[src/sv/uwt_pkg.sv]
// Shared constants, types and position function for the Ulam word tester.
`timescale 1ns / 1ps
`default_nettype none

package uwt_pkg;

    localparam int MAX_LEN  = 16;
    localparam int WORD_W   = 16;
    localparam int LEN_W    = 5;
    localparam int CNT_W    = 17;
    localparam int IDX_W    = $clog2(MAX_LEN);
    localparam int POS_W    = MAX_LEN + 1;
    localparam int BIT_W    = 5;
    localparam int ROW_BITS = 1 << BIT_W;
    localparam int ROWS_W   = POS_W - BIT_W;

    // Row zero after reset: words 0 and 1 of length one, words 01 and 10 of length two.
    localparam logic [ROW_BITS-1:0] SEED_ROW = ROW_BITS'(32'h0000_001B);

    typedef struct packed {
        logic [POS_W-1:0] pre_pos;
        logic [POS_W-1:0] suf_pos;
        logic             skip;
    } split_probe_t;

    function automatic logic [POS_W-1:0] pos_of(input logic [LEN_W-1:0]  n,
                                                input logic [WORD_W-1:0] w);
        return ((POS_W'(1) << n) - POS_W'(2)) + POS_W'(w);
    endfunction

endpackage

`default_nettype wire

[src/sv/uwt_split_unit.sv]
// Shared split unit: prefix and suffix bitmap positions for one split point.
`timescale 1ns / 1ps
`default_nettype none

module uwt_split_unit (
    input  wire logic [uwt_pkg::WORD_W-1:0] word,
    input  wire logic [uwt_pkg::LEN_W-1:0]  length,
    input  wire logic [uwt_pkg::LEN_W-1:0]  split,
    output uwt_pkg::split_probe_t           probe
);

    import uwt_pkg::*;

    logic [LEN_W-1:0]  rem;
    logic [WORD_W-1:0] pre;
    logic [WORD_W-1:0] suf;

    always_comb
    begin
        rem           = length - split;
        pre           = word >> rem;
        suf           = word & ~({WORD_W{1'b1}} << rem);
        probe.pre_pos = pos_of(split, pre);
        probe.suf_pos = pos_of(rem, suf);
        // drop the split into two equal halves holding the same word
        probe.skip    = (pre == suf) && ({split, 1'b0} == {1'b0, length});
    end

endmodule

`default_nettype wire

[config.mk]
export PLATFORM = sky130hd
export DESIGN_NAME = uwt_split_unit
export DESIGN_NICKNAME = d
export VERILOG_FILES = /design/src/sv/uwt_pkg.sv /design/src/sv/uwt_split_unit.sv
export SDC_FILE = /design/constraint.sdc
export NUM_CORES = 1
export LEC_CHECK = 0
export ABC_AREA = 0
export BUFFER_PORTS_ARGS = -buffer_cell sky130_fd_sc_hd__clkbuf_2
export CAP_MARGIN = 15
export CELL_PAD_IN_SITES_DETAIL_PLACEMENT = 0
export CELL_PAD_IN_SITES_GLOBAL_PLACEMENT = 1
export CORE_MARGIN = 3
export CORE_UTILIZATION = 47
export DETAILED_ROUTE_END_ITERATION = 7
export PLACE_DENSITY_LB_ADDON = 0.1
export SYNTH_ARGS = -nofsm -noshare
export SYNTH_HDL_FRONTEND = slang
export SYNTH_SLANG_ARGS = --single-unit
[constraint.sdc]
create_clock -name vclk -period 12.56
set_input_delay 1.884 -clock vclk [all_inputs]
set_output_delay 1.884 -clock vclk [all_outputs]
set_load 0.02 [all_outputs]
=== After elaboration in Yosys (flattened, before gate mapping) ===
Cells that the tools add are included.

* Register bits: 0
* Latch bits: 0
* Memory bits (writable): 0
* Bits in read-only memories: 0
* Input bits: 26
* Output and inout port bits: 35
* Word-level logic and storage cells: 14
* Memories: 0

* $add $sub $neg: 5
* Multipliers: 0
* Divide/modulo/power cells: 0
* $lt $le $gt $ge: 0
* Equality and inequality tests: 2
* Shift-type cells: 4
* Mux-type cells: 0
* Bitwise gates (word level): 2
* Reductions and logical operators: 1

{| class="wikitable"
|+ Operator list
! cell !! count
|-
| adder 17 x 16 -> 17 bit || 2
|-
| left shift 1 x 5 -> 17 bit (first input constant) || 2
|-
| subtractor 17 x 2 -> 17 bit (second input constant) || 2
|-
| bitwise AND 16 bit || 1
|-
| == test 16 bit || 1
|-
| inverter 16 bit || 1
|-
| left shift 16 x 5 -> 16 bit (first input constant) || 1
|-
| >> shifter 16 x 5 -> 16 bit || 1
|-
| == test 6 x 5 -> 1 bit || 1
|-
| subtractor 5 bit || 1
|-
| logical AND 1 bit || 1
|}

=== Longest topological paths before layout ===
Gate-level depths: netlist (run 1).

* Depth in word-level cells: 6
* Mapped depth: 20
* Mapped depth without buffers: 19

=== Least setup slack after synthesis (run 1) ===
No wires, ideal clock.

* Kind: in2out
* Start point: in length[0] in the netlist's numbering
* End point: out probe[33] in the netlist's numbering
* Data arrival time: 6.019 ns
* Data required time: 10.676 ns
* Path slack: 4.657 ns
* Stages on the path: 19
* Path buffers: 1
* Path through: inv_1 > ha_1 > fa_1 > clkbuf_1 > nor2b_1 > a22oi_1 > o21ai_0 > o211ai_1 > ha_1 > inv_1 > ha_1 > fa_1 > a21o_1 > a21oi_1 > nand2b_1 > a21oi_1 > a41o_1 > o211a_1 > a311o_1

{| class="wikitable"
|+ RTL lines
! what !! RTL line !! source
|-
| from (decl) || uwt_split_unit.sv:7 || <nowiki>input wire logic [uwt_pkg::LEN_W-1:0] length,</nowiki>
|-
| to (decl) || uwt_split_unit.sv:9 || <nowiki>output uwt_pkg::split_probe_t probe</nowiki>
|}

==> results of run 1 <==
cell families (layout without fill, tap and decap cells):
kind of cell | Yosys count | count (layout) | synth area share [%]
and+or+nand+nor | 165 | 165 | 22.77
buffers and inverters | 86 | 130 | 9.978
xor gates and xnor gates | 44 | 44 | 11.83
other | 1 | 1 | 0.1068
adders and majority gates | 67 | 67 | 24.52
muxes | 23 | 23 | 11.30
AOI/OAI and AO/OA | 99 | 99 | 19.49
synthesized netlist by cell type (4+ instances only):
cell / instances
inv_1: 68
ha_1: 64
nand2_1: 49
nor2_1: 40
xnor2_1: 25
a21oi_1: 23
o21ai_0: 19
nor3_1: 18
nand3_1: 16
xor2_1: 15
mux4_2: 13
clkbuf_1: 7
mux2i_1: 7
nor4_1: 7
buf_2: 6
o21bai_1: 6
a21o_1: 5
and2_1: 5
o211ai_1: 5
or3_1: 5
a211oi_1: 4
and3_1: 4
nand2b_1: 4
nor2b_1: 4
o21ai_1: 4
o22ai_1: 4
metrics by stage:
stage	cells	setup slack [ps]	hold WS [ps]
2_1_floorplan	485	4657	3910
3_3_place_gp	625	3680	4223
3_5_place_dp	625	3476	4215
4_1_cts	625	3442	4215
5_1_grt	625	3009	4226
6_report	625	3362	4223
layout by cell type (no fill, tap or decap), types with 7 or more instances in the layout:
| cell type | n |
|---|---|
| a21oi_1 | 23 |
| clkbuf_2 | 61 |
| ha_1 | 64 |
| inv_1 | 68 |
| mux2i_1 | 7 |
| mux4_2 | 13 |
| nand2_1 | 49 |
| nand3_1 | 16 |
| nor2_1 | 40 |
| nor3_1 | 18 |
| nor4_1 | 7 |
| o21ai_0 | 19 |
| xnor2_1 | 24 |
| xor2_1 | 15 |
final cells by class:
class,count,area [sq um]
fillers,746,3163
inverters,68,255.2
multi-input cells,399,3168
well taps,96,120.1
repair buffers,62,312.8
how the worst max path moves through the flow:
stage	startpoint	endpoint	slack (ps)	cells after the start
after floorplan	length[0]	probe[33]	4660	19
after CTS	split[0]	probe[33]	3440	19
after global placement	split[0]	probe[33]	3680	19
after detailed placement	split[0]	probe[33]	3480	19
after global routing	split[0]	probe[33]	3010	19
final	split[0]	probe[33]	3360	19
critical path, cell delays in order:
cell,delay (ps)
clkbuf_2,140
ha_1,220
fa_1,1120
nor2b_1,490
a22oi_1,190
o21ai_0,370
o211ai_1,200
ha_1,340
inv_1,40
ha_1,230
fa_1,410
a21o_1,190
a21oi_1,210
nand2b_1,180
a21oi_1,100
a41o_1,290
o211a_1,240
a311o_1,310
clkbuf_2,160
report_power, final:
part,internal (mW),switching [mW]
Sequential,0,0
Combinational,0.246,0.383
Clock,0,0
Total,0.246,0.383
routing by layer:
metal / up-vias / part of all wire (%) / GRT usage, %
met5: - / 0 / 0
met4: 0 / 0.044 / 0.2475
met3: 2 / 7.0 / 0.7311
met2: 154 / 43 / 35.53
met1: 1611 / 49 / 32.91
li1: 1801 / - / -
==> metrics, run 1 <==
synthesized area per cell 7.239 sq um; area grow syn2layout 9.836%; via count 3,568; antenna violations before repair 0; total power 0.6292 mW; area post-placement 0.003856 sq mm; fin util between 50 and 60%; num ports 61; Cell Rows 30; Synth Instances ~490; vias per cell 5.709; Die Height ~92 um; first-pass GRT wire length around 15,000 um; core area 0.007019 sq mm; Die Wd approximately 90 um; crit share post-route around 73%; Max Cap Violations 0; post-synth cell types 63; layout cells sized above 1 17.96%; DP HPWL about 7600 um; Fmax 108.7 MHz; drt drc 0; cts repair resizes 0; mapped cell area about 0.0035 sq mm; gr usage total between 20% and 30%; final setup TNS 0 ps; Synth top area share 22.81%; remaining antenna violation count 0; largest net degree at the start of global routing 26; Initial Utilization 50.02%; pwr dens roughly 160 mW/mm^2; CP arrival 7310 ps; Worst setup EP type output pin; clock buf count 0; Buffers on Ports 61; Die Footprint roughly 0.0085 sq mm; Finish-stage setup viols 0; drt pass-1 iters 5; Total Wirelength 9098 um; Hold Path Sink probe[1]; Crit path required time 10,680 ps; critical path startpoint category input port; hold depth 3; Final Hold Viols 0; outcome finished clean; FFs & Latches 0; VDD IR max 0.09788 mV; Least-Margin Pin Slew roughly 1100 ps; vias in the first global route 3,236; grt ovf 0; hold buffers post-CTS 0; Synthesized Nets 578; final instance area just under 0.004 sq mm; unrepaired setup endpoints after global routing false; Tmin final 9198 ps; Hold WC Path Type in2out; post-synthesis sequential area ratio 0%; hold path start word[0]; Iter 0 DRT Violations between 200 and 300; post-CTS setup buffers 0; global placement routability congestion 0.9020; Lkg Pwr between 1.5 and 2 nW; n_diodes 0; Synth area leader ha_1; Yosys warning total 0; sequential cell area 0 sq um; synth top area cells ha_1 23%, mux4_2 8.3%, inv_1 7.3%; Critical Setup Path Class in2out; fin. max-slew vios 0; Slew HR 27.53%; Avg WL per Cell 14.56 um; NumNets Final 624; Max FO, Critical Path 25
No activity file was read; power rests on OpenSTA's default activity.
==> run 2, diff against run 1 <==
Settings changed: CORE_UTILIZATION 47 to 43.
Clock period 12.56 ns to 9.2 ns, I/O delays scaled along.
==> run 2 against run 1 <==
  * Wire length up 3.6%
  * Sequential share of layout area unchanged
  * Setup slack worse by 2400 ps
  * Hold slack worse by 990 ps
  * Global-route usage down 1.1 points
  * Via count up 1.2%
  * First-iteration DRC count down 28%
==> metrics, run 2 (same netlist as run 1, synthesis figures left out) <==
Final Worst Setup Slack 998.8 ps (-2364 ps); Final Hold Viols 0 (unchanged); fill cell count 833 (+12%); Max FO, Critical Path 25 (unchanged); hold buffers post-CTS 0 (unchanged); drt pass-1 iters 5 (unchanged); fin. max-slew vios 0 (unchanged); most frequent cells in the layout 68 x inv_1, 64 x ha_1, 61 x clkbuf_2; Multi-input gate area 0.003161 sq mm (-0.24%); worst setup path startpoint split[0]; largest net degree at the start of global routing 26 (unchanged); final setup TNS 0 ps (unchanged); clock buf count 0 (unchanged); DP Cell Count 634 (+1.4%); final non-filler cell total 634 (+1.4%); core area 0.007807 sq mm (+11%); critical path startpoint category input port; Fmax 121.9 MHz; vias per cell 5.696 (-0.23%); Finish-stage setup viols 0 (unchanged); Total Wirelength 9427 um (+3.6%); Tmin final 8201 ps; vias in the first global route 3,159 (-2.4%); max incr delay on CP 1130 ps (about the same); grt ovf 0 (unchanged); Crit path required time 7820 ps (-2860 ps); crit path buf inv count 3 (unchanged); Max Cap Violations 0 (unchanged); crit path cell chain clkbuf_2 > ha_1 > fa_1 > nor2b_1 > a22oi_1 > o21ai_0 > o211ai_1 > ha_1 > inv_1 > ha_1 > fa_1 > a21o_1 > a21oi_1 > nand2b_1 > a21oi_1 > a41o_1 > o211a_1 > a311o_1 > clkbuf_2; Slew HR 35.19% (+7.7 points); drt drc 0 (unchanged); most used cell, CP ha_1; Iter 0 DRT Violations 198 (-28%); global placement routability congestion 0.9234 (+2.4%); CP arrival 6820 ps (-490 ps); unrepaired setup endpoints after global routing false; slowest CP cell fa_1; layout cells sized above 1 18.23% (+0.27 points); n_diodes 0 (unchanged); DP HPWL 7822 um (+2.8%); Critical Setup Path Class in2out; FFs & Latches 0 (unchanged); antenna violations before repair 0 (unchanged); Worst setup EP type output pin; Die Footprint 0.009285 sq mm (+8.7%); Least-Margin Pin Slew 971.0 ps (-115.2 ps); Avg WL per Cell 14.87 um (+2.1%); VDD IR max 0.1126 mV (+15%); commonest non-fill, non-tap cell in the layout inv_1; Cell Rows 32 (+6.7%); gr usage total 20.41% (-1.1 points); crit share post-route 89.14%; first-pass GRT wire length 15,260 um (-0.59%); remaining antenna violation count 0 (unchanged); area grow syn2layout 10.48%; num ports 61 (unchanged); cts repair resizes 0 (unchanged); Place WS 1123 ps (-2353 ps); Die Height 96.36 um (+4.3%); via count 3,611 (+1.2%); post-CTS setup buffers 0 (unchanged); Die Wd 96.36 um (+4.3%); sequential cell area 0 sq um (unchanged); outcome finished clean; NumNets Final 627 (+0.48%); Hold WC Path Type in2out; Lkg Pwr 1.894 nW (+0.51%); Buffers on Ports 61 (unchanged); hold path start word[0]; pwr dens 222.3 mW/mm^2 (+36%); cell family with most CP delay adder cells; Initial Utilization 44.97% (-5.0 points)
-- run 2: power by group --
part,internal [mW],switching (mW),leakage [nW]
Combinational,0.338,0.525,1.89
Clock,0,0,0
Sequential,0,0,0
-- run 2: metal layers --
layer | vias to the layer above | track usage [%] | wire length (um)
met1 | 1695 | 32.02 | 4831
li1 | 1810 | - | -
met5 | - | 0 | 0
met4 | 0 | 0.5841 | 21
met2 | 104 | 32.55 | 4101
met3 | 2 | 0.5473 | 474
-- run 2: per-stage QoR --
step           hold slack [ps]  cell area, sq um  power, mW  utilization, %
2_1_floorplan             2902              3511     0.6561               -
5_1_grt                   3244              3879     0.9598           49.68
6_report                  3230              3879     0.8622           49.68
3_5_place_dp              3219              3879     0.8627           49.68
3_3_place_gp              3214              3879     0.8570           49.68
4_1_cts                   3219              3879     0.8673           49.68
-- run 2: worst paths after layout --
| path | cells after the start | endpoint |
|---|---|---|
| worst min-delay path | 3 | probe[1] |
| worst max-delay path | 19 | probe[33] |
-- run 2: final cells by class --
class	instances	area share, %
tap	102	3.290
inverter	68	6.581
timing repair buffer	65	8.645
multi-input combinational	399	81.48
==> run 3, diff against run 2 <==
Settings changed: GPL_TIMING_DRIVEN set to 0.
Clock period 9.2 ns to 8 ns, I/O delays scaled along.
==> run 3 against run 2 <==
  * Cell area is 1.2% higher
  * Power increased by 16%
  * Combinational power increased by 16%
  * Sequential share of layout area stayed put
  * Die area stayed put
  * Final cell count increased by 1.6%
  * Critical path depth did not move
  * First-iteration DRC count increased by 8.6%
  * Hold slack worse by 370 ps
==> metrics, run 3 (same netlist as run 1, synthesis figures left out) <==
Lkg Pwr 1.917 nW (+1.2%); Worst setup EP type output pin; Buffers on Ports 57 (-6.6%); Fmax about 130 MHz; FFs & Latches 0 (unchanged); final setup TNS 0 ps (unchanged); layout cells sized above 1 18.63% (+0.40 points); GR Util met2 33.47% (+0.92 points); Initial Utilization 44.97% (unchanged); n_diodes 0 (unchanged); remaining antenna violation count 0 (unchanged); Die Footprint 0.009285 sq mm (unchanged); Final Hold Viols 0 (unchanged); Crit path required time 6800 ps (-1020 ps); worst setup path startpoint split[0]; cts repair resizes 0 (unchanged); Slew HR 32.68% (-2.5 points); Max FO, Critical Path 10 (-60%); busiest grt layer met1; Iter 0 DRT Violations 215 (+8.6%); Critical Setup Path Class in2out; core area 0.007807 sq mm (unchanged); most frequent cells in the layout 68 x inv_1, 64 x ha_1, 58 x clkbuf_2; Tmin final 7584 ps; num ports 61 (unchanged); Least-Margin Pin Slew 1003 ps (+31.58 ps); Total Wirelength 9820 um (+4.2%); crit share post-route 94.80%; VDD IR max 0.1524 mV (+35%); Cell Rows 32 (unchanged); via count 3,710 (+2.7%); commonest non-fill, non-tap cell in the layout inv_1; Max Cap Violations 0 (unchanged); Finish-stage setup viols 0 (unchanged); vias per cell 5.761 (+1.1%); outcome finished clean; Hold WC Path Type in2out; unrepaired setup endpoints after global routing false; grt ovf 0 (unchanged); antenna violations before repair 0 (unchanged); drt drc 0 (unchanged); DP HPWL 8272 um (+5.8%); Die Height 96.36 um (unchanged); first-pass GRT wire length 16,170 um (+5.9%); clock buf count 0 (unchanged); fin. max-slew vios 0 (unchanged); GR Layer Usage met1 34.20% (+2.2 points); CP arrival 6380 ps (-440 ps); drt pass-1 iters 5 (unchanged); Avg WL per Cell 15.25 um (+2.6%); vias in the first global route 3,364 (+6.5%); global routing usage on met3 1.173% (+0.63 points); sequential cell area 0 sq um (unchanged); critical path startpoint category input port; pwr dens 255.6 mW/mm^2 (+15%); Die Wd 96.36 um (unchanged); global placement routability congestion 0.9696 (+5.0%); gr usage total 21.89% (+1.5 points); post-CTS setup buffers 0 (unchanged); area grow syn2layout 11.83%; total power 1.004 mW (+16%); hold buffers post-CTS 0 (unchanged); NumNets Final 637 (+1.6%); worst setup path endpoint probe[34]; largest net degree at the start of global routing 11 (-58%)
==> run 3: how the worst min path moves through the flow <==
stage	start	slack, ps	endpoint	cells after the start
floorplan	word[0]	2540	probe[1]	1
global placement	word[0]	2860	probe[1]	3
detailed placement	word[0]	2850	probe[1]	3
CTS	word[0]	2850	probe[1]	3
global route	word[0]	2870	probe[1]	3
finish	word[0]	2860	probe[1]	3
==> run 3: report_power, final <==
| group | internal, mW | switching [mW] |
|---|---|---|
| clock network | 0 | 0 |
| registers | 0 | 0 |
| logic | 0.391 | 0.612 |
==> run 3: metrics by stage <==
stage	hold slack [ps]	utilization, %	instance area, sq um	setup slack (ps)	std cells
5_1_grt	2870	50.29	3926	35.29	644
2_1_floorplan	2542	-	3511	1465	485
4_1_cts	2847	50.26	3924	439.3	644
3_3_place_gp	2859	50.26	3924	422.9	644
6_report	2863	50.29	3926	415.6	644
3_5_place_dp	2847	50.26	3924	451.9	644
==> run 3: final cells by class <==
| class | instances | area [sq um] |
|---|---|---|
| well taps | 102 | 127.6 |
| plain buffers | 18 | 95.09 |
| repair buffers | 57 | 285.3 |
| inverters | 68 | 255.2 |
| fillers | 847 | 3881 |
| multi-input cells | 399 | 3163 |
==> run 3: critical path: stages <==
cell      delay [ps]
clkbuf_2         140
ha_1             220
fa_1             490
clkbuf_1         270
clkbuf_1         480
nand2_1          170
o21ai_0          480
o211ai_1         240
ha_1             350
inv_1             60
ha_1             300
a211oi_1         260
o21ai_0          150
a221oi_1         400
a211oi_1         180
a41o_1           300
o41ai_1          340
xnor2_1          160
clkbuf_2         180
==> run 3: metal layers <==
metal / wire [um] / vias up / share of wire, %
met5: 0 / - / 0
met4: 149 / 0 / 1.5
met3: 667 / 12 / 6.8
met2: 4077 / 130 / 42
met1: 4926 / 1741 / 50
li1: - / 1827 / -
