--- config.mk ---
export PLATFORM = sky130hd
export DESIGN_NAME = uwt_count_bank
export DESIGN_NICKNAME = d
export VERILOG_FILES = /design/src/sv/uwt_pkg.sv /design/src/sv/uwt_count_bank.sv
export SDC_FILE = /design/constraint.sdc
export NUM_CORES = 1
export LEC_CHECK = 0
export ABC_CLOCK_PERIOD_IN_PS = 4100
export BUFFER_PORTS_ARGS = -buffer_cell sky130_fd_sc_hd__buf_4
export CORE_UTILIZATION = 29
export CTS_CLUSTER_DIAMETER = 150
export CTS_CLUSTER_SIZE = 12
export DETAILED_ROUTE_END_ITERATION = 12
export SLEW_MARGIN = 25
export SYNTH_ARGS = -nofsm -noshare
export SYNTH_HDL_FRONTEND = slang
export SYNTH_SLANG_ARGS = --single-unit
--- constraint.sdc ---
create_clock -name clk -period 4.1 [get_ports clk]
set_clock_uncertainty 0.2 [all_clocks]
set_input_delay 0 -clock clk [delete_from_list [all_inputs] [get_ports clk]]
set_output_delay 0 -clock clk [all_outputs]
set_load 0.01 [all_outputs]
--- src/sv/uwt_pkg.sv ---
// Shared constants, types and position function for the Ulam word tester.
`timescale 1ns / 1ps
`default_nettype none

package uwt_pkg;

    localparam int MAX_LEN  = 16;
    localparam int WORD_W   = 16;
    localparam int LEN_W    = 5;
    localparam int CNT_W    = 17;
    localparam int IDX_W    = $clog2(MAX_LEN);
    localparam int POS_W    = MAX_LEN + 1;
    localparam int BIT_W    = 5;
    localparam int ROW_BITS = 1 << BIT_W;
    localparam int ROWS_W   = POS_W - BIT_W;

    // Row zero after reset: words 0 and 1 of length one, words 01 and 10 of length two.
    localparam logic [ROW_BITS-1:0] SEED_ROW = ROW_BITS'(32'h0000_001B);

    typedef struct packed {
        logic [POS_W-1:0] pre_pos;
        logic [POS_W-1:0] suf_pos;
        logic             skip;
    } split_probe_t;

    function automatic logic [POS_W-1:0] pos_of(input logic [LEN_W-1:0]  n,
                                                input logic [WORD_W-1:0] w);
        return ((POS_W'(1) << n) - POS_W'(2)) + POS_W'(w);
    endfunction

endpackage

`default_nettype wire

--- src/sv/uwt_count_bank.sv ---
// Per-length counts of marked words.
`timescale 1ns / 1ps
`default_nettype none

module uwt_count_bank (
    input  wire logic                      clk,
    input  wire logic                      rst_n,
    input  wire logic                      inc,
    input  wire logic [uwt_pkg::IDX_W-1:0] idx,
    output logic      [uwt_pkg::CNT_W-1:0] count
);

    import uwt_pkg::*;

    logic [CNT_W-1:0] count_reg [0:MAX_LEN-1];

    always_ff @(posedge clk or negedge rst_n)
    begin
        if (!rst_n)
        begin
            for (int k = 0; k < MAX_LEN; k++)
            begin
                count_reg[k] <= (k < 2) ? CNT_W'(2) : '0;
            end
        end
        else if (inc)
        begin
            count_reg[idx] <= count_reg[idx] + CNT_W'(1);
        end
    end

    assign count = count_reg[idx];

endmodule

`default_nettype wire

Word level (Yosys, flattened, before mapping)

Index checks and enable logic that the tools add are counted.

Output and inout bits: 17
Register bits: 272
Logic and storage cells: 27

Reductions and logical operators: 1
Magnitude comparators: 2
Mux-type cells: 6
Add/subtract/negate cells: 1
Bitwise operators: 1

Operator list:

| operator                                                                     | count |
|---|---|
| 272-bit bitwise mux                                                          | 1 |
| 17-bit binary-select mux with 4-bit select                                   | 1 |
| 17-bit demux with 4-bit select                                               | 1 |
| 17-bit 2-to-1 mux                                                            | 3 |
| 17-bit by 1-bit adder with 17-bit output, second input constant              | 1 |
| 5-bit >= comparator, second input constant                                   | 1 |
| 5-bit by 1-bit less-than comparator with 1-bit output, second input constant | 1 |
| 4-bit NOT with 5-bit output                                                  | 1 |
| 1-bit logical AND                                                            | 1 |

Longest topological paths before layout

Gate-level depths: netlist of run 1.

Depth in word-level cells: 6
Gate-level depth with buffers: 12
Depth with buffers taken out: 8

Worst setup path before layout of run 1

Ideal clock, no wire load.

Kind: register to register
Start point: register count_reg[170] in the netlist's numbering
End point: register count_reg[40] in the netlist's numbering
Path buffers: 2
Required time: 3,759 ps
Stages on the path, launching flop included: 11
Path slack: 1,169 ps
Arrival: 2,590 ps
Library setup time: 141 ps
Path through: dfrtp_1 mux4_1 a22oi_1 nand2_1 clkbuf_1 ha_1 nand2_2 nor3b_1 xnor2_1 buf_2 a21oi_1

Word-level cells in the longest chain between the ends: 5

Ends and longest elaborated chain:

| item                                       | RTL line             | text |
|---|---|---|
| from (decl)                                | uwt_count_bank.sv:15 | `logic [CNT_W-1:0] count_reg [0:MAX_LEN-1];` |
| from (signal, indexed assignment)          | uwt_count_bank.sv:23 | `count_reg[k] <= (k < 2) ? CNT_W'(2) : '0;` |
| from (signal, indexed assignment)          | uwt_count_bank.sv:28 | `count_reg[idx] <= count_reg[idx] + CNT_W'(1);` |
| 17-bit binary-select mux with 4-bit select | -                    |  |
| 17-bit 2-to-1 mux (2 in series)            | -                    |  |
| via count (one bit)                        | uwt_count_bank.sv:10 | `output logic [uwt_pkg::CNT_W-1:0] count` |
| 17-bit by 1-bit adder with 17-bit output   | uwt_count_bank.sv:28 |  |
| 272-bit bitwise mux                        | uwt_count_bank.sv:28 |  |

The timed path passes the listed nets, and every way through them passes these cells. The select of a mux whose other input is x is not followed.
A chain may end at the register's enable or synchronous reset.

Worst setup path after layout of run 1

Start point: input idx[3] in the netlist's numbering
End point: register count_reg[135] in the netlist's numbering

Word-level cells in the longest chain between the ends: 6
Elaborated cells on any way between the ends: 11

Ends and longest elaborated chain:

| item                                                                                              | RTL line             | text |
|---|---|---|
| from (decl)                                                                                       | uwt_count_bank.sv:9  | `input wire logic [uwt_pkg::IDX_W-1:0] idx,` |
| 4-bit NOT with 5-bit output (implied by the code) *                                               | uwt_count_bank.sv:28 |  |
| 17-bit binary-select mux with 4-bit select (tied with other cells)                                | uwt_count_bank.sv:28 |  |
| 17-bit 2-to-1 mux (implied by the code) / 1-bit logical AND (equally long branches)               | uwt_count_bank.sv:28 |  |
| 17-bit 2-to-1 mux (implied by the code)                                                           | uwt_count_bank.sv:28 |  |
| 17-bit by 1-bit adder with 17-bit output / 17-bit demux with 4-bit select (equally long branches) | uwt_count_bank.sv:28 |  |
| 272-bit bitwise mux *                                                                             | uwt_count_bank.sv:28 |  |

Mark *: on every way between the ends. The rest lies on a longest branch, timed or not. The select of a mux whose other input is x is not followed.

==> results of run 1 <==
## worst max-delay path: cells and delay by family
kind	cells	cell delay (ns)
AOI/OAI and AO/OA	2	0.51
and+or+nand+nor	4	1.87
xor gates and xnor gates	1	0.43
buffers and inverters	2	0.74
## power breakdown
group / leakage, uW / internal [uW] / switching (uW)
clock: 0.000359 / 1250 / 991
sequential: 0.00330 / 3530 / 419
combinational: 0.00206 / 1000 / 1190
## synthesized netlist by cell type, types with 3 or more instances
cell type and number:
xnor2_2 7, nand2_2 8, nor4_2 3, nor2_1 172
nor3b_1 3, a21oi_1 136, clkbuf_1 58, buf_6 11
nand2_1 109, o21ai_0 96, buf_2 16, dfrtp_1 270
a22oi_1 29, mux4_1 12, mux4_2 57, xnor2_1 7
a21oi_2 25, buf_4 4, nand2b_1 4, or3_1 3
mux2_2 16
## what timing repair did
item	CTS	global route
hold buffers	6	0
setup buffers	0	0
hold endpoints to repair	192	0
## metal layers
layer	part of all wire	vias up
met5	0	-
met4	0.019	0
met3	0.037	35
met2	0.50	139
met1	0.45	4133
li1	-	3771
## cells by family after synthesis
group,count (synthesis),synth area share
AOI/OAI and AO/OA,287,0.130
xor gates and xnor gates,15,0.0149
adders and majority gates,1,0.00101
buffers and inverters,94,0.0421
DFF,272,0.550
muxes,88,0.147
and+or+nand+nor,322,0.115
## cell usage in the layout (no fill, tap or decap), types with 3 or more instances in the layout
| cell | instances |
|---|---|
| mux2_2 | 16 |
| mux4_1 | 12 |
| xnor2_2 | 10 |
| or3_1 | 3 |
| nand2_2 | 8 |
| nand2_1 | 109 |
| xnor2_1 | 4 |
| clkbuf_1 | 10 |
| buf_4 | 53 |
| nor2_4 | 9 |
| a21oi_1 | 136 |
| o21ai_0 | 96 |
| mux4_2 | 57 |
| dlygate4sd3_1 | 5 |
| a22oi_1 | 29 |
| clkbuf_16 | 27 |
| a21oi_2 | 25 |
| nor3b_1 | 3 |
| dfrtp_1 | 270 |
| nor2_1 | 163 |
| nor4_2 | 3 |
| nand2b_1 | 4 |
## how the worst max path moves through the flow
| stage | slack [ns] | start | endpoint | cells past startpoint |
|---|---|---|---|---|
| after floorplan | 1.17 | count_reg[170] | count_reg[40] | 10 |
| after global placement | 0.49 | idx[0] | count_reg[236] | 9 |
| after detailed placement | 0.55 | idx[0] | count_reg[135] | 9 |
| after CTS | 0.69 | idx[3] | count_reg[135] | 9 |
| after global routing | 0.53 | idx[3] | count_reg[135] | 9 |
| final | 0.71 | idx[3] | count_reg[135] | 9 |
## per-stage QoR
stage               instances  power [uW]  area, sq um  hold slack [ns]  utilization
floorplan                1079        5530        12400           -0.496            -
global placement         1580        6090        13100          -0.0848        0.311
detailed placement       1580        6190        13100          -0.0739        0.311
CTS                      1624        8440        13900           0.0267        0.331
global route             1624        8890        13900           0.0527        0.331
finish                   1624        8390        13900           0.0485        0.331
## final cells by class
cell class / instances / area [sq um] / share of cell area
flip-flops and latches: 272 / 6810 / 0.490
clock inverters: 1 / 30.0 / 0.00216
well taps: 539 / 674 / 0.0485
multi-input cells: 713 / 5150 / 0.370
clock buffers: 37 / 713 / 0.0513
repair buffers: 62 / 531 / 0.0382
==> run_results.csv, run 1 <==
group,metric,value,unit
status,result_of_the_run,"finished, final reports clean",
min_path,hold_start,"idx[2]",
critical_path,endpoint_kind,"register",
drt,wl_per_cell,19.3,um
cts,cts_max_path_buffers,3,
critical_path,path_cells,"dlygate4sd3_1 -> buf_4 -> and2_1 -> a22oi_1 -> nand2_2 -> nand4_4 -> nor4_2 -> xnor2_2 -> o21ai_0",
layout,fillerInstances,4214,
drt,detail-route-antenna-nets,0,
yosys,syn-cell-area,12400,sq um
floorplanning,coreArea,42000,sq um
yosys,synth_enable_flop_cells,0,
yosys,postSynthRegisterBits,272,
critical_path,r2r.worst_path.cells,7,
placement,gp_congestion,0.762,
drt,drt_wl_total,31.3,mm
sta,slew_of_the_pin_with_the_lowest_slew_margin,1.07,ns
grt,busiest_layer,"met2",
min_path,hold_end,"count_reg[220]",
yosys,synthArstFlopShare,1.00,
critical_path,critPathSlowestCell,"and2_1",
critical_path,critPathArrivalTime,3.55,ns
critical_path,crit_required,4.27,ns
floorplanning,io-pin-count,24,
pwr,power.density_cell_area,603,nW/um^2
sta,max_slew_margin,0.285,
sta,setup-tns-final,0,ns
grt,grt_first_pass_wirelength,50.1,mm
pwr,worst_ir_drop_vdd,0.000290,V
yosys,yosysWarningCount,0,
yosys,synth_flop_cell,"dfrtp_1",
yosys,synth_top_cell_area_share,0.546,
layout,flip_flop_count_of_the_largest_register_all_copies_and_words_added,272,
grt,grt.met1_usage,0.199,
cts,numClockSinks,272,
grt,globalRouteOverflowTotal,0,
critical_path,start_kind,"input port",
yosys,synth_top_cell_by_area,"dfrtp_1",
sta,maxSlewViolCount,0,
min_path,worst_hold_path_type,"input port to register",
grt,initial_antenna_violation_count,0,
sta,final.setup.worst_slack,0.714,ns
critical_path,r2r_start,"count_reg[88]",
floorplanning,floorplan.die_area,43500,sq um
yosys,netlist-cell-type-count,43,
layout,antenna_cells_inserted,0,
critical_path,critical_path_peak_fanout,16,
yosys,synth.area.top_cells,"dfrtp_1, mux4_2, a21oi_1, nor2_1, o21ai_0",
grt,vias_in_the_first_global_route,8298,
drt,dr.first_iter.drc_count,470,
cts,numCtsBuffers,26,
cts,post_cts_resized,0,
sta,finalCritPeriodShare,0.826,
critical_path,critPathMaxStageDelay,0.87,ns
yosys,ys_seq_area_frac,0.550,
yosys,syn-mean-instance-area,11.5,sq um
sta,finalCriticalPeriod,3.39,ns
cts,clk_root_buf,"clkbuf_16",
placement,place_ws,0.553,ns
drt,route.vias.total,8078,
drt,routed_via_density,4.97,
grt,gr-usage-met3,0.0170,
sta,maxClockFrequency,295,MHz
drt,detailed_routing_iteration_count_for_the_pre_antenna_repair_pass,5,
layout,area_growth_syn_to_layout,12.3,%
cts,clk_pin_slew,0.06,ns
yosys,synthesis.instances,1079,
floorplanning,initial_core_util,0.294,
critical_path,kind_of_critical_path,"input port to register",
layout,design.final.nets,1083,
sta,final-setup-viol-count,0,
placement,place_hpwl,19.4,mm
grt,grt_max_degree,105,
layout,final_layout_size_suffix_gt1_frac,0.210,
critical_path,worstReg2RegEnd,"count_reg[135]",
floorplanning,die_h,209,um
min_path,timing.hold.worst_path_depth,4,
cts,cts_tree,"built",
critical_path,rrSetupSlack,0.99,ns
floorplanning,die-width,209,um
cts,worst_skew_pair.late_latency,0.53,ns
cts,htree_levels,1,
grt,grt_use_total,0.148,
sta,rsz0062_at_grt,"no",
grt,global_route.usage.met2,0.254,
floorplanning,placementRows,75,
sta,timing.final.hold_violations,0,
drt,drc,0,
placement,io_buffers,23,
flow_run,timing.max_cap.violations,0,
yosys,synthesis.nets,1087,
pwr,cellLeakagePower,0.00572,uW
Power figures use the tool's default switching activity.
==> run 2, diff against run 1 <==
Settings changed: ABC_AREA set to 1, ABC_CLOCK_PERIOD_IN_PS 4100 to 3300.
Clock period 4.1 ns to 3.3 ns, I/O delays scaled along.
==> run 2 against run 1 <==
Against the previous run: worst hold slack improved by 0.049 ns; die area increased by 11%; area after synthesis increased by 11%; non-clock buffer count increased by 21; wire length grew 41%; highest routed layer unchanged; critical path depth grew 5; first-iteration DRC count grew to 2.8 times the previous value; largest power group unchanged; largest cell class unchanged; design area increased by 10%; via count grew 53%.
==> run_results.csv, run 2 <==
group,metric,value,unit
pwr,cellLeakagePower,0.00818,uW
critical_path,path_cells,"inv_1 -> o21ai_0 -> nand2_1 -> nand2_1 -> nand2_1 -> nand2_1 -> inv_1 -> nand2_1 -> ha_1 -> nand2_1 -> nor2_4 -> nand3_2 -> nand3_1 -> nand2_1",
layout,post_layout_nonfiller_instances,2516,
grt,busiest_layer,"met2",
drt,drc,0,
yosys,synth-compound-area-share,0.0568,
yosys,synthArstFlopShare,1.00,
grt,global_route.usage.met2,0.278,
grt,grt_first_pass_wirelength,69.0,mm
grt,initial_antenna_violation_count,0,
yosys,synth_top_cell_area_share,0.493,
pwr,power.density_cell_area,466,nW/um^2
sta,finalCritPeriodShare,0.868,
sta,max_slew_margin,0.307,
yosys,synth_enable_flop_cells,0,
placement,io_buffers,23,
layout,flip_flop_count_of_the_largest_register_all_copies_and_words_added,272,
grt,grt_use_total,0.187,
sta,finalCriticalPeriod,2.86,ns
drt,detail-route-antenna-nets,0,
yosys,largest_family_of_logic_cells_by_synthesized_area,"simple AND/OR/NAND/NOR gates",
cts,worst_skew_pair.late_latency,0.56,ns
yosys,ys_top_cells_by_count,"nand2_1, dfrtp_1, nand3_1",
drt,wl_per_cell,17.6,um
layout,fillerInstances,4944,
yosys,synth_flop_cell,"dfrtp_1",
yosys,synth.area.top_cells,"dfrtp_1, nand2_1, nand3_1, o21ai_0, inv_1",
sta,slew_of_the_pin_with_the_lowest_slew_margin,1.03,ns
layout,area_growth_syn_to_layout,11.9,%
cts,clk_pin_slew,0.07,ns
cts,numCtsBuffers,26,
pwr,worst_ir_drop_vdd,0.000378,V
drt,detailed_routing_iteration_count_for_the_pre_antenna_repair_pass,6,
grt,grt_max_degree,116,
yosys,ys_seq_area_frac,0.497,
cts,cts_tree,"built",
grt,gr-usage-met3,0.0317,
layout,antenna_cells_inserted,0,
floorplanning,die_h,219,um
critical_path,crit_required,3.54,ns
cts,cts_max_path_buffers,3,
drt,dr.first_iter.drc_count,1326,
layout,layout_common_cells,"nand2_1, dfrtp_1, nand3_1",
layout,design.final.nets,1907,
cts,htree_levels,1,
placement,gp_congestion,0.911,
floorplanning,initial_core_util,0.294,
critical_path,critPathArrivalTime,3.10,ns
yosys,syn-cell-area,13700,sq um
placement,detailed_place.area,14500,sq um
grt,globalRouteOverflowTotal,0,
placement,place_hpwl,27.4,mm
drt,drt_wl_total,44.2,mm
flow_run,timing.max_cap.violations,0,
yosys,synth_top_cell_by_area,"dfrtp_1",
critical_path,cp_common_cell,"nand2_1",
grt,vias_in_the_first_global_route,11644,
floorplanning,io-pin-count,24,
critical_path,critPathSlowestCell,"nand3_2",
critical_path,endpoint_kind,"register",
critical_path,start_kind,"register",
status,result_of_the_run,"finished, final reports clean",
sta,rsz0062_at_grt,"no",
drt,routed_via_density,4.93,
critical_path,critical_path.n_buffers_inverters,2,
critical_path,critical_path_peak_fanout,16,
cts,clk_root_buf,"clkbuf_16",
sta,maxClockFrequency,349,MHz
yosys,synthesis.nets,1900,
yosys,yosysWarningCount,0,
layout,final_layout_size_suffix_gt1_frac,0.0911,
sta,final-setup-viol-count,0,
cts,numClockSinks,272,
yosys,synthMostInstantiatedCell,"nand2_1",
yosys,postSynthRegisterBits,272,
floorplanning,die-width,219,um
yosys,yosys.area_share.xor_xnor,0.00183,
sta,maxSlewViolCount,0,
floorplanning,coreArea,46600,sq um
yosys,syn-mean-instance-area,7.24,sq um
yosys,yosys.area_share.simple,0.383,
placement,placedCellCount,2471,
yosys,synth.area.mux_share,0,
layout,layout.cells.most_common,"nand2_1",
sta,timing.final.hold_violations,0,
sta,setup-tns-final,0,ns
floorplanning,floorplan.die_area,48100,sq um
cts,post_cts_resized,0,
min_path,worst_hold_path_type,"input port to register",
yosys,netlist-cell-type-count,32,
drt,route.vias.total,12396,
critical_path,critPathMaxStageDelay,0.46,ns
floorplanning,placementRows,79,
grt,grt.met1_usage,0.272,
yosys,synthesis.instances,1892,
yosys,yosys.area_share.adder,0.000914,
layout,stdcell_area,15300,sq um
critical_path,kind_of_critical_path,"register to register",
critical_path,critPathTopFamily,"simple AND/OR/NAND/NOR gates",
==> run 2: cell count changes in the layout (fill, tap and decap cells not counted), sizes merged, moves of 4 or more <==
cell	before	now
a21oi	161	1
a22oi	30	8
buf	57	76
inv	0	57
mux2	16	0
mux4	69	0
nand2	117	1109
nand2b	4	0
nand3	4	136
nor2	173	55
nor4	5	0
o21ai	96	141
xnor2	14	0
==> run 2: per-layer routing <==
metal	up-vias	routed length, um
met5	-	0
li1	5865	-
met1	5894	20200
met2	546	18800
met3	91	3910
met4	0	1330
==> run 2: area by class of cell <==
type / instances / area [sq um] / share of cell area
well taps: 607 / 759 / 0.0496
flip-flops and latches: 272 / 6810 / 0.444
repair buffers: 83 / 723 / 0.0472
clock inverters: 1 / 30.0 / 0.00196
multi-input cells: 1457 / 6060 / 0.396
inverters: 59 / 226 / 0.0148
clock buffers: 37 / 713 / 0.0465
==> run 2: kinds of logic (layout without fill, tap and decap cells) <==
| logic type | Yosys count | in the layout |
|---|---|---|
| AO/OA/AOI/OAI | 150 | 150 |
| XOR/XNOR | 2 | 2 |
| adder cells (fa/ha/maj) | 1 | 1 |
| buffers and inverters | 163 | 180 |
| flip-flops | 272 | 272 |
| AND/OR/NAND/NOR | 1304 | 1304 |
==> run 2: worst min-delay path, cell delays in order <==
cell	delay [ns]
buf_4	0.16
nand2_1	0.10
nor2_1	0.04
inv_1	0.14
nor2_2	0.04
buf_4	0.20
nand2_1	0.08
nand2_1	0.05
==> run 2: power by group <==
group	switching [uW]	internal [uW]
registers	88.9	3510
clock network	1290	1560
logic	494	196
==> run 2: through the flow <==
step / utilization / worst slack (ns) / power [uW] / hold slack, ns
2_1_floorplan: - / 0.742 / 4050 / -0.496
3_3_place_gp: 0.312 / 0.435 / 4330 / -0.0476
3_5_place_dp: 0.312 / 0.384 / 4350 / -0.0384
4_1_cts: 0.329 / 0.500 / 7200 / 0.0778
5_1_grt: 0.329 / 0.219 / 7420 / 0.127
6_report: 0.329 / 0.436 / 7130 / 0.0979
==> run 2: path summary, 6_finish.rpt <==
| path | slack [ns] | cells past startpoint | endpoint | startpoint |
|---|---|---|---|---|
| max | 0.44 | 14 | count_reg[95] | count_reg[187] |
| max in group asynchronous | 1.54 | 4 | count_reg[131] | rst_n |
| max reg2reg | 0.44 | 14 | count_reg[95] | count_reg[187] |
| min | 0.1 | 8 | count_reg[219] | idx[1] |
| min in group asynchronous | 0.48 | 3 | count_reg[0] | rst_n |
| min reg2reg | 0.28 | 2 | count_reg[218] | count_reg[218] |
==> run 2: timing repair <==
action	4_1_cts	5_1_grt
hold buffers	7	0
buffers inserted	0	0
hold endpoints to repair	296	0
